==> src/rtl/core/swm_pkg.sv <==
// Shared types and constants for the sliding-window median block.
// No dependencies; imported by the length interface, the cell and the top level.
package swm_pkg;

  // width of the window length register word
  localparam int unsigned CFG_WIDTH = 5;
  // window length after reset, before clamping to the window capacity
  localparam int unsigned LEN_RESET = 5;

  // per-cycle command broadcast from the top level to every cell
  typedef struct packed {
    logic step;   // insert the broadcast sample this cycle
    logic clear;  // refill the window with zeros
  } swm_cmd_t;

endpackage

==> src/rtl/core/swm_if.sv <==
// Valid/ready channel interfaces: sample input, median output, length write.
// Depends on swm_pkg for the length word width.
interface swm_sample_if #(
  parameter int unsigned SAMPLE_WIDTH = 16
);
  logic                           valid;
  logic                           ready;
  logic signed [SAMPLE_WIDTH-1:0] sample;

  modport source (output valid, output sample, input ready);
  modport sink (input valid, input sample, output ready);
endinterface

interface swm_median_if #(
  parameter int unsigned SAMPLE_WIDTH = 16
);
  logic                           valid;
  logic                           ready;
  logic signed [SAMPLE_WIDTH-1:0] median;

  modport source (output valid, output median, input ready);
  modport sink (input valid, input median, output ready);
endinterface

interface swm_cfg_if
  import swm_pkg::*;
();
  logic                 valid;
  logic                 ready;
  logic [CFG_WIDTH-1:0] window_length;

  modport source (output valid, output window_length, input ready);
  modport sink (input valid, input window_length, output ready);
endinterface

==> src/rtl/core/swm_cell.sv <==
// One position of the sorted window: holds a value and its age tag and
// picks its next entry from itself, its neighbors or the new sample.
// Depends on swm_pkg.
module swm_cell
  import swm_pkg::*;
#(
  parameter int unsigned SAMPLE_WIDTH = 16,
  parameter int unsigned IDX_W        = 4,
  parameter int unsigned LEN_W        = 5,
  parameter int unsigned CELL_IDX     = 0
) (
  input  logic                           clk_i,
  input  logic                           rst_ni,
  input  swm_cmd_t                       cmd_i,
  input  logic signed [SAMPLE_WIDTH-1:0] x_i,
  input  logic        [IDX_W-1:0]        ptr_i,
  input  logic        [IDX_W-1:0]        rm_pos_i,
  input  logic        [LEN_W-1:0]        len_i,
  input  logic signed [SAMPLE_WIDTH-1:0] lo_val_i,
  input  logic        [IDX_W-1:0]        lo_tag_i,
  input  logic                           lo_le_i,
  input  logic signed [SAMPLE_WIDTH-1:0] hi_val_i,
  input  logic        [IDX_W-1:0]        hi_tag_i,
  input  logic                           hi_le_i,
  output logic signed [SAMPLE_WIDTH-1:0] val_o,
  output logic        [IDX_W-1:0]        tag_o,
  output logic                           le_o,
  output logic                           rm_o,
  output logic signed [SAMPLE_WIDTH-1:0] val_next_o
);

  logic signed [SAMPLE_WIDTH-1:0] val_q, val_d;
  logic        [IDX_W-1:0]        tag_q, tag_d;

  logic                           active, is_top, is_bottom;
  logic                           below, lo_below;
  logic signed [SAMPLE_WIDTH-1:0] b_self_val, b_lo_val, pick_val;
  logic        [IDX_W-1:0]        b_self_tag, b_lo_tag, pick_tag;
  logic                           b_self_le, b_lo_le, keep_self;

  assign active    = LEN_W'(CELL_IDX) < len_i;
  assign is_top    = LEN_W'(CELL_IDX + 1) == len_i;
  assign is_bottom = (CELL_IDX == 0);
  assign below     = IDX_W'(CELL_IDX) < rm_pos_i;
  assign lo_below  = IDX_W'(CELL_IDX) <= rm_pos_i;

  assign le_o = (val_q <= x_i);
  assign rm_o = active && (tag_q == ptr_i);

  // entries of the window with the oldest sample taken out
  assign b_self_val = below ? val_q : hi_val_i;
  assign b_self_tag = below ? tag_q : hi_tag_i;
  assign b_self_le  = below ? le_o  : hi_le_i;
  assign b_lo_val   = lo_below ? lo_val_i : val_q;
  assign b_lo_tag   = lo_below ? lo_tag_i : tag_q;
  assign b_lo_le    = lo_below ? lo_le_i  : le_o;

  always_comb begin
    keep_self = !is_top && b_self_le;
    if (keep_self) begin
      pick_val = b_self_val;
      pick_tag = b_self_tag;
    end else if (is_bottom || b_lo_le) begin
      // insertion point: first slot whose entry lies above the sample
      pick_val = x_i;
      pick_tag = ptr_i;
    end else begin
      pick_val = b_lo_val;
      pick_tag = b_lo_tag;
    end
  end

  always_comb begin
    val_d = val_q;
    tag_d = tag_q;
    if (cmd_i.clear) begin
      val_d = '0;
      tag_d = IDX_W'(CELL_IDX);
    end else if (cmd_i.step && active) begin
      val_d = pick_val;
      tag_d = pick_tag;
    end
  end

  always_ff @(posedge clk_i or negedge rst_ni) begin
    if (!rst_ni) begin
      val_q <= '0;
      tag_q <= IDX_W'(CELL_IDX);
    end else begin
      val_q <= val_d;
      tag_q <= tag_d;
    end
  end

  assign val_o      = val_q;
  assign tag_o      = tag_q;
  assign val_next_o = val_d;

endmodule

==> src/rtl/core/sliding_window_median_top.sv <==
// Sliding-window median filter: a row of swm_cell positions kept in sorted
// order, the oldest entry replaced by each new sample. Depends on swm_pkg,
// swm_if.sv and swm_cell.
//
//  channel   | dir | handshake     | payload
//  ----------+-----+---------------+-----------------------------------
//  sample_i  | in  | valid / ready | sample, SAMPLE_WIDTH bits signed
//  median_o  | out | valid / ready | median, SAMPLE_WIDTH bits signed
//  cfg_i     | in  | valid / ready | window_length, 5 bits unsigned
//
// One sample per cycle: every cell compares against the new sample and takes
// its next entry from itself or a neighbor in the same cycle; the median is
// registered from the new window contents at the edge that takes the sample word.
// sample_i.ready drops while a finished median waits and median_o.ready is
// low, and while a length word is offered on cfg_i.
// cfg_i is always ready; a length write clears the window.
// Reset clears the window to zeros and sets the length to 5 (capped at WINDOW_MAX).
module sliding_window_median_top
  import swm_pkg::*;
#(
  parameter int unsigned WINDOW_MAX   = 16,
  parameter int unsigned SAMPLE_WIDTH = 16
) (
  input  logic clk_i,
  input  logic rst_ni,
  swm_sample_if.sink   sample_i,
  swm_median_if.source median_o,
  swm_cfg_if.sink      cfg_i
);

  localparam int unsigned IDX_W = (WINDOW_MAX > 1) ? $clog2(WINDOW_MAX) : 1;
  localparam int unsigned LEN_W = $clog2(WINDOW_MAX + 1);
  localparam int unsigned CMP_W = (LEN_W > CFG_WIDTH) ? LEN_W : CFG_WIDTH;
  localparam int unsigned LEN_INIT = (LEN_RESET > WINDOW_MAX) ? WINDOW_MAX : LEN_RESET;

  swm_cmd_t cmd;

  logic [LEN_W-1:0] len_q, len_d;
  logic [IDX_W-1:0] ptr_q, ptr_d;
  logic [LEN_W-1:0] ptr_inc;
  logic [IDX_W-1:0] rm_pos;
  logic [IDX_W-1:0] mid;
  logic [CMP_W-1:0] cfg_ext;

  logic signed [SAMPLE_WIDTH-1:0] med_q;
  logic                           med_valid_q;

  logic signed [SAMPLE_WIDTH-1:0] val     [WINDOW_MAX];
  logic signed [SAMPLE_WIDTH-1:0] val_nxt [WINDOW_MAX];
  logic        [IDX_W-1:0]        tag     [WINDOW_MAX];
  logic        [WINDOW_MAX-1:0]   le;
  logic        [WINDOW_MAX-1:0]   rm;

  logic in_fire, out_fire, cfg_fire;

  // hold samples off while a length word is offered
  assign sample_i.ready = (!med_valid_q || median_o.ready) && !cfg_i.valid;
  assign cfg_i.ready    = 1'b1;
  assign in_fire  = sample_i.valid && sample_i.ready;
  assign out_fire = median_o.valid && median_o.ready;
  assign cfg_fire = cfg_i.valid && cfg_i.ready;

  assign cmd = '{step: in_fire && !cfg_fire, clear: cfg_fire};

  // position of the oldest entry: exactly one active cell matches the pointer
  always_comb begin
    rm_pos = '0;
    for (int i = 0; i < int'(WINDOW_MAX); i++) begin
      if (rm[i]) begin
        rm_pos = rm_pos | IDX_W'(i);
      end
    end
  end

  for (genvar g = 0; g < int'(WINDOW_MAX); g++) begin : g_cell
    logic signed [SAMPLE_WIDTH-1:0] lo_val, hi_val;
    logic        [IDX_W-1:0]        lo_tag, hi_tag;
    logic                           lo_le, hi_le;

    if (g == 0) begin : g_bottom
      assign lo_val = '0;
      assign lo_tag = '0;
      assign lo_le  = 1'b0;
    end else begin : g_lo
      assign lo_val = val[g-1];
      assign lo_tag = tag[g-1];
      assign lo_le  = le[g-1];
    end

    if (g == int'(WINDOW_MAX) - 1) begin : g_top
      assign hi_val = '0;
      assign hi_tag = '0;
      assign hi_le  = 1'b0;
    end else begin : g_hi
      assign hi_val = val[g+1];
      assign hi_tag = tag[g+1];
      assign hi_le  = le[g+1];
    end

    swm_cell #(
      .SAMPLE_WIDTH (SAMPLE_WIDTH),
      .IDX_W        (IDX_W),
      .LEN_W        (LEN_W),
      .CELL_IDX     (g)
    ) u_cell (
      .clk_i      (clk_i),
      .rst_ni     (rst_ni),
      .cmd_i      (cmd),
      .x_i        (sample_i.sample),
      .ptr_i      (ptr_q),
      .rm_pos_i   (rm_pos),
      .len_i      (len_q),
      .lo_val_i   (lo_val),
      .lo_tag_i   (lo_tag),
      .lo_le_i    (lo_le),
      .hi_val_i   (hi_val),
      .hi_tag_i   (hi_tag),
      .hi_le_i    (hi_le),
      .val_o      (val[g]),
      .tag_o      (tag[g]),
      .le_o       (le[g]),
      .rm_o       (rm[g]),
      .val_next_o (val_nxt[g])
    );
  end

  assign mid     = IDX_W'(len_q >> 1);
  assign ptr_inc = LEN_W'(ptr_q) + LEN_W'(1);
  assign cfg_ext = CMP_W'(cfg_i.window_length);

  always_comb begin
    len_d = len_q;
    ptr_d = ptr_q;
    if (cfg_fire) begin
      // clamp the written length into one to WINDOW_MAX
      priority if (cfg_ext == '0) begin
        len_d = LEN_W'(1);
      end else if (cfg_ext > CMP_W'(WINDOW_MAX)) begin
        len_d = LEN_W'(WINDOW_MAX);
      end else begin
        len_d = LEN_W'(cfg_ext);
      end
      ptr_d = '0;
    end else if (in_fire) begin
      // advance and wrap at the window length
      ptr_d = (ptr_inc >= len_q) ? '0 : IDX_W'(ptr_inc);
    end
  end

  always_ff @(posedge clk_i or negedge rst_ni) begin
    if (!rst_ni) begin
      len_q       <= LEN_W'(LEN_INIT);
      ptr_q       <= '0;
      med_valid_q <= 1'b0;
    end else begin
      len_q <= len_d;
      ptr_q <= ptr_d;
      if (cmd.step) begin
        med_valid_q <= 1'b1;
      end else if (out_fire) begin
        med_valid_q <= 1'b0;
      end
    end
  end

  always_ff @(posedge clk_i) begin
    if (cmd.step) begin
      med_q <= val_nxt[mid];
    end
  end

  assign median_o.valid  = med_valid_q;
  assign median_o.median = med_q;

  // a taken sample word always leaves a median word behind
  a_step_gives_median: assert property (@(posedge clk_i) disable iff (!rst_ni)
    cmd.step |=> med_valid_q)
    else $error("median word missing after sample");

  // a waiting median is held until taken
  a_median_held: assert property (@(posedge clk_i) disable iff (!rst_ni)
    (med_valid_q && !median_o.ready) |=> (med_valid_q && $stable(med_q)))
    else $error("pending median lost or changed");

  // the pointer stays inside the window
  a_ptr_in_window: assert property (@(posedge clk_i) disable iff (!rst_ni)
    LEN_W'(ptr_q) < len_q)
    else $error("oldest pointer outside window");

  // tags of the active window form a permutation: one oldest entry
  a_one_oldest: assert property (@(posedge clk_i) disable iff (!rst_ni)
    $onehot(rm))
    else $error("oldest entry not unique");

endmodule

==> src/flat_wrapper.sv <==
// flat-port wrapper written by rule: the top's interface ports become plain ports
module sliding_window_median_top_flat import swm_pkg::*;
#(
  parameter int unsigned WINDOW_MAX   = 16,
  parameter int unsigned SAMPLE_WIDTH = 16
)
  (clk_i, rst_ni, sample_i_valid, sample_i_sample, sample_i_ready, median_o_valid, median_o_median, median_o_ready, cfg_i_valid, cfg_i_window_length, cfg_i_ready);
  swm_sample_if #(.SAMPLE_WIDTH(SAMPLE_WIDTH)) sample_i_i ();
  swm_median_if #(.SAMPLE_WIDTH(SAMPLE_WIDTH)) median_o_i ();
  swm_cfg_if cfg_i_i ();
  input  logic clk_i;
  input  logic rst_ni;
  input wire logic [$bits(sample_i_i.valid)-1:0] sample_i_valid;
  input wire logic [$bits(sample_i_i.sample)-1:0] sample_i_sample;
  output wire logic [$bits(sample_i_i.ready)-1:0] sample_i_ready;
  output wire logic [$bits(median_o_i.valid)-1:0] median_o_valid;
  output wire logic [$bits(median_o_i.median)-1:0] median_o_median;
  input wire logic [$bits(median_o_i.ready)-1:0] median_o_ready;
  input wire logic [$bits(cfg_i_i.valid)-1:0] cfg_i_valid;
  input wire logic [$bits(cfg_i_i.window_length)-1:0] cfg_i_window_length;
  output wire logic [$bits(cfg_i_i.ready)-1:0] cfg_i_ready;
  assign sample_i_i.valid = sample_i_valid;
  assign sample_i_i.sample = sample_i_sample;
  assign sample_i_ready = sample_i_i.ready;
  assign median_o_valid = median_o_i.valid;
  assign median_o_median = median_o_i.median;
  assign median_o_i.ready = median_o_ready;
  assign cfg_i_i.valid = cfg_i_valid;
  assign cfg_i_i.window_length = cfg_i_window_length;
  assign cfg_i_ready = cfg_i_i.ready;
  sliding_window_median_top #(.WINDOW_MAX(WINDOW_MAX), .SAMPLE_WIDTH(SAMPLE_WIDTH)) u_core (.clk_i(clk_i), .rst_ni(rst_ni), .sample_i(sample_i_i), .median_o(median_o_i), .cfg_i(cfg_i_i));
endmodule
==> config.mk <==
export PLATFORM = sky130hd
export DESIGN_NAME = sliding_window_median_top_flat
export DESIGN_NICKNAME = d
export VERILOG_FILES = /design/src/rtl/core/swm_pkg.sv /design/src/rtl/core/swm_if.sv /design/src/rtl/core/swm_cell.sv /design/src/rtl/core/sliding_window_median_top.sv /design/src/flat_wrapper.sv
export SDC_FILE = /design/constraint.sdc
export NUM_CORES = 2
export LEC_CHECK = 0
export ABC_AREA = 1
export BUFFER_PORTS_ARGS = -buffer_cell sky130_fd_sc_hd__buf_2
export CORE_MARGIN = 2
export CORE_UTILIZATION = 40
export CTS_CLUSTER_SIZE = 24
export DETAILED_ROUTE_END_ITERATION = 10
export PLACE_DENSITY = 0.57
export SLEW_MARGIN = 10
export SYNTH_ARGS = -nofsm -noshare
export SYNTH_HDL_FRONTEND = slang
export SYNTH_SLANG_ARGS = --single-unit
==> constraint.sdc <==
create_clock -name clk_i -period 5.9 [get_ports clk_i]
set_clock_uncertainty 0.15 [all_clocks]
set_input_delay 0.59 -clock clk_i [delete_from_list [all_inputs] [get_ports clk_i]]
set_output_delay 0.59 -clock clk_i [all_outputs]
set_load 0.02 [all_outputs]
# Yosys cells after proc, flatten, opt, wreduce, memory -nomap -nowiden
# Index checks and enable logic that the tools add are counted.
# word_totals
reg_bits,346
latchBits,0
ram_bits,0
romBits,0
in_bits,26
word_cells,515
n_memories,0
# op_classes
n_addsub,1
multipliers,0
div,0
n_lt_le_gt_ge,66
eq_ne,47
shifts,0
muxes,244
bitwise_logic,1
reduce_logical,120
# op_table
operator,n
2-to-1 mux 16 bit,96
2-to-1 mux 4 bit,105
less-or-equal comparator 16 bit,16
binary-select mux 16 bit (select 4 bit),1
== test 4 bit,15
nonzero test 4 bit,15
logical AND 1 bit,51
inequality test 3 bit (second input constant),16
AND reduction 3 bit,15
== test 4 x 5 -> 1 bit (first input constant),8
less-than comparator 4 x 5 -> 1 bit (first input constant),8
nonzero test 2 bit,18
2-to-1 mux 1 bit,34
less-or-equal comparator 4 bit (first input constant),8
less-than comparator 4 bit (first input constant),8
== test 3 x 5 -> 1 bit (first input constant),4
less-than comparator 3 x 5 -> 1 bit (first input constant),4
zero test 1 bit,18
less-or-equal comparator 3 x 4 -> 1 bit (first input constant),4
less-than comparator 3 x 4 -> 1 bit (first input constant),4
2-to-1 mux 3 bit,4
== test 2 x 5 -> 1 bit (first input constant),2
less-than comparator 1 x 5 -> 1 bit (first input constant),2
less-than comparator 2 x 5 -> 1 bit (first input constant),2
16 further kinds,21

# Depth between registers and ports, before layout
# depth
depth_word,26
ltp_mapped,29

# By module
# A second synthesis with hierarchy kept.
# hier_totals
hier_cells,6974
hier_area_um2,42403.2
# by_module_without_submodules
module,instances,cells_each,area_each_um2
sliding_window_median_top,1,876,4345.4
swm_cell (u_core.g_cell[4].u_cell),1,397,2586.2
swm_cell (u_core.g_cell[10].u_cell),1,398,2502.4
swm_cell (u_core.g_cell[2].u_cell),1,400,2492.4
swm_cell (u_core.g_cell[9].u_cell),1,403,2479.9
swm_cell (u_core.g_cell[3].u_cell),1,402,2461.1
swm_cell (u_core.g_cell[1].u_cell),1,396,2458.6
swm_cell (u_core.g_cell[8].u_cell),1,397,2439.8
swm_cell (u_core.g_cell[12].u_cell),1,395,2403.6
swm_cell (u_core.g_cell[13].u_cell),1,378,2402.3
swm_cell (u_core.g_cell[7].u_cell),1,397,2394.8
swm_cell (u_core.g_cell[14].u_cell),1,373,2379.8
swm_cell (u_core.g_cell[11].u_cell),1,376,2372.3
swm_cell (u_core.g_cell[5].u_cell),1,406,2372.3
+3 rows,--,--,--

# Worst setup path before layout
# OpenSTA, ideal clock, no wires.
# synth_timing
path_kind,in2reg
startpoint,in sample_i_sample[15]
endpoint,"reg u_core.med_q[11], in the netlist u_core.median_o.median[11], data pin"
setup_ps,253
t_arrival_ps,3845
required_time_ps,5497
slack_ps,1652
cell_stages,21
path_buffers,2
path_cell_list,clkbuf_1 -> clkinv_1 -> ha_1 -> nand2_1 -> nor4_1 -> nand2_1 -> nand3_1 -> nand3_1 -> nand2_1 -> nand2_2 -> o21ai_1 -> clkbuf_1 -> nand3_1 -> nand2_1 -> nand2_1 -> nand3_1 -> nand2_1 -> nor2_1 -> nor2_1 -> nor2_1 -> nand2_1
# synth_via
elab_chain_cells,9
elab_cells_between_ends,129
# synth_lines
item,line_no,text
"start, declared",flat_wrapper.sv:14,input wire logic [$bits(sample_i_i.sample)-1:0] sample_i_sample;
less-or-equal comparator 16 bit,swm_cell.sv:47,assign le_o = (val_q <= x_i);
"2-to-1 mux 1 bit, on equally long branches","swm_cell.sv:56, swm_cell.sv:53",
2-to-1 mux 16 bit / logical AND 1 bit (equally long branches),"swm_cell.sv:63, swm_cell.sv:59",
2-to-1 mux 16 bit,swm_cell.sv:60,if (keep_self) begin
2-to-1 mux 16 bit,swm_cell.sv:79,end else if (cmd_i.step && active) begin
2-to-1 mux 16 bit,swm_cell.sv:76,if (cmd_i.clear) begin
binary-select mux 16 bit (select 4 bit) *,sliding_window_median_top.sv:168,med_q <= val_nxt[mid];
2-to-1 mux 16 bit (not written as such) * (2 in series),sliding_window_median_top.sv:168,
"end signal, assigned",sliding_window_median_top.sv:168,
"end, declared",sliding_window_median_top.sv:45,logic signed [SAMPLE_WIDTH-1:0] med_q;
# Mark *: on every way between the ends. The rest lies on a longest branch, timed or not. The select of a mux whose other input is x is not followed.
# A chain may end at the register's enable or synchronous reset.

# Worst setup path in the final report
# layout_timing
startpoint,reg u_core.len_q[0]
endpoint,"reg u_core.med_q[0], in the netlist u_core.median_o.median[0], data pin"
# layout_via
elab_chain_cells,26
elab_cells_between_ends,269
# layout_lines
item,line_no,text
"start, declared",sliding_window_median_top.sv:38,"logic [LEN_W-1:0] len_q, len_d;"
"start signal, assigned",sliding_window_median_top.sv:152,len_q <= LEN_W'(LEN_INIT);
"start signal, assigned",sliding_window_median_top.sv:156,len_q <= len_d;
less-than comparator 1 x 5 -> 1 bit,swm_cell.sv:41,assign active = LEN_W'(CELL_IDX) < len_i;
logical AND 1 bit,swm_cell.sv:48,assign rm_o = active && (tag_q == ptr_i);
2-to-1 mux 1 bit,sliding_window_median_top.sv:69,if (rm[i]) begin
2-to-1 mux 2 bit (2 in series),sliding_window_median_top.sv:69,
2-to-1 mux 3 bit (4 in series),sliding_window_median_top.sv:69,
2-to-1 mux 4 bit (8 in series),sliding_window_median_top.sv:69,
"less-or-equal comparator 4 bit, or another cell as far along",swm_cell.sv:45,assign lo_below = IDX_W'(CELL_IDX) <= rm_pos_i;
"2-to-1 mux 16 bit, or another cell as far along",swm_cell.sv:54,assign b_lo_val = lo_below ? lo_val_i : val_q;
2-to-1 mux 16 bit / logical AND 1 bit (equally long branches),"swm_cell.sv:63, swm_cell.sv:59",
2-to-1 mux 16 bit,swm_cell.sv:60,
2-to-1 mux 16 bit,swm_cell.sv:79,
2-to-1 mux 16 bit,swm_cell.sv:76,
binary-select mux 16 bit (select 4 bit) *,sliding_window_median_top.sv:168,
2-to-1 mux 16 bit (not written as such) * (2 in series),sliding_window_median_top.sv:168,
# Marked as above.

==> out/metrics.cfg <==
[cts]
cts_made_buffers = 50
cts_setup_buffers = 0
cts.clk_slew.worst_paths_ps = 60
cts_max_level = 2
insertion_delay_ps = 640
cts.sinks = 346
max-clock-path-buffers = 3
cts_tree = yes
cts_root_buf = clkbuf_16

[layout]
area_growth_syn_to_layout_pct = 10.3
fin_cells = 7143
drive_gt1_share_pct = 7.86
fin_util_pct = 44.4
fin_nets = 6224
fin_area_um2 = 39100

[sta]
finalWorstSetupSlack_ps = 567
relSlewSlack_pct = 21.3
fin_crit_sh_pct = 90.4
layout_min_cycle_time_ps = 5330
worst_pin_slew_ps = 1180
fmax_mhz = 188
hold_violations = 0
fin_tns_setup_ps = 0
setup_viol = 0
rsz0062_at_grt = false
report.final.slew_viol_count = 0

[routing]
drt_first_pass_iters = 6
antenna_left = 0
totalWireLength_um = 180000
via_count = 41537
wl_per_cell_um = 25.1
viasPerCell = 5.82
drt_iter0_markers = 6299
drc_errors = 0

[place]
hpwl_um = 134000
dpl.cell_count = 7048
portBuffers = 43
dpl-instance-area_um2 = 37400
preCtsSetupSlack_ps = 666
gp_congestion = 1.02

[floorplan]
fp.dieArea_um2 = 91000
die_w_um = 302
dieHeight_um = 302
num_rows = 109
core-area_um2 = 88100
ioPinCount = 45
start_util_pct = 40.2

[critical_path]
rrSetupSlack_ps = 570
crit_slowest_cell = dfstp_2
crit_family = simple AND/OR/NAND/NOR gates
worst-path-buf-inv = 5
arrival_ps = 5550
crit_type = reg2reg
cp_max_fo = 14
start_kind = flip-flop
slowest_delay_ps = 980
cp.required_ps = 6110
cpMostUsedCell = nand2_1
critPathCaptureType = flip-flop

[logic_synthesis]
yosysSeqAreaShare_pct = 24.8
yosys.cell_types.count = 55
synth-edff-count = 16
synth_area_um2 = 35400
yosysWarnings = 0
ys_ff_latch = 346
synth_ff_type = dfrtp_1
synth_fp_nets = 6234
syn_area_per_cell_um2 = 5.96
syn_inst = 5946
synth-async-reset-ratio_pct = 95.4

[power_and_ir_drop]
ir_worst_vdd_mv = 0.308
p_per_area_nw_per_um2 = 429
cellLeakagePower_nw = 20.5

[global_route]
antenna_found_initial = 3
grt_pass1_vias = 36502
track_usage_pct = 38.6
overflow = 0
grt_pass1_wl_um = 257000
grt_max_degree = 120

[outcome]
outcome = finished, final reports clean

[flow_run]
max_cap_viol_count = 0

[worst_hold_path]
hp-class = in2reg

-- routing by layer --
layer	wire (um)	vias up	GRT usage [%]
met4	6990	4	13.0
li1	-	19331	-
met3	24200	313	11.4
met2	68800	2558	51.9
met5	26	-	0
met1	79500	19331	57.7
-- worst paths after layout --
kind	start	end	cells after the start
min in group asynchronous	rst_ni	u_core.g_cell[4].u_cell.val_o[1]$_DFF_PN0_	2
setup / recovery	u_core.len_q[0]$_DFFE_PN1P_	u_core.median_o.median[0]$_DFFE_PP_	25
max in group asynchronous	rst_ni	u_core.g_cell[10].u_cell.val_o[3]$_DFF_PN0_	3
setup reg to reg	u_core.len_q[0]$_DFFE_PN1P_	u_core.median_o.median[0]$_DFFE_PP_	25
hold / removal	median_o_ready	u_core.median_o.valid$_DFFE_PN0P_	4
hold reg to reg	u_core.median_o.valid$_DFFE_PN0P_	u_core.median_o.valid$_DFFE_PN0P_	2
-- worst register-to-register path: cells and delay by family (launching register included) --
kind / cells / cell delay (ps)
buf+inv: 5 / 770
flops: 1 / 980
simple gates: 20 / 3170
-- synth_stat cells, drive strengths merged, types with 16 or more instances --
library cell  count  share of area, %
nand2          2058                22
o211ai           70               1.5
a21oi           293               4.1
nand3           678               9.8
nor2            674               7.3
clkbuf          171               1.8
o21ai           395               5.6
clkinv           21              0.22
buf             135               2.0
a21boi           60               1.3
nand4            41              0.72
dfstp            34               2.5
o22ai            56              0.99
inv             560               5.9
ha              262               9.3
dfrtp           296                21
edfxtp           16               1.4
or2              26              0.46
-- power by group --
group / leakage [nW] / internal [mW] / switching (mW)
combinational: 15.2 / 3.00 / 7.41
sequential: 4.51 / 2.75 / 0.450
clock: 0.791 / 1.85 / 1.32
total: 20.5 / 7.59 / 9.18
-- per-stage QoR --
stage	power, mW	hold slack [ps]
6_report	16.8	63.7
5_1_grt	17.9	76.1
2_1_floorplan	9.94	144
3_3_place_gp	13.2	326
3_5_place_dp	13.2	350
4_1_cts	16.4	52.4
-- registers in the layout (all words and copies together), names as in the netlist --
name,count
u_core.median_o.valid,1
u_core.median_o.median,16
u_core.len_q,5
u_core.ptr_q,4
u_core.g_cell.u_cell.val_o,256
u_core.g_cell.u_cell.tag_o,64
-- kinds of logic (layout without fill, tap and decap cells) --
| group | Yosys count | count (layout) | synth area share, % |
|---|---|---|---|
| other | 1 | 2 | 0.0106 |
| adders and majority gates | 262 | 262 | 9.25 |
| buffers and inverters | 887 | 918 | 9.97 |
| AOI/OAI and AO/OA | 924 | 924 | 14.6 |
| xor gates and xnor gates | 16 | 16 | 0.395 |
| and+or+nand+nor | 3510 | 3510 | 41.0 |
| DFF | 346 | 346 | 24.8 |
-- cell type report --
cell class / count / area, um^2
Timing Repair Buffer: 244 / 1870
Multi-Input combinational cell: 4713 / 23200
Clock buffer: 85 / 1500
Tap cell: 1165 / 1460
Inverter: 581 / 2190
Antenna cell: 1 / 2.50
Fill cell: 9649 / 49000
Clock inverter: 8 / 119
Sequential cell: 346 / 8780
-- cells in the final DEF, fill, tap and decap left out, types with 9 or more instances in the layout --
cell type,n
clkbuf_16,51
nand4_1,41
inv_1,516
nor3_1,12
o211ai_1,69
clkbuf_8,10
nand2_1,2022
dfstp_2,34
o22ai_1,56
dfrtp_1,296
nand3_2,9
nand3_1,667
nand2_2,29
buf_12,10
o21bai_1,11
a21oi_1,293
clkbuf_1,24
clkinv_1,25
buf_2,41
ha_1,262
a21boi_0,60
or2_2,11
nor2_1,652
nor2_2,14
o21ai_0,283
o21ai_1,109
o21a_1,12
buf_4,190
inv_2,39
or2_1,10
a31oi_1,9
edfxtp_1,16
-- timing repair --
| item | in CTS | in global routing |
|---|---|---|
| hold buffers | 1 | 0 |
| endpoints found under the hold margin | 77 | 0 |
| gates resized for setup | 0 | 0 |
(Power assumes the default switching activity.)
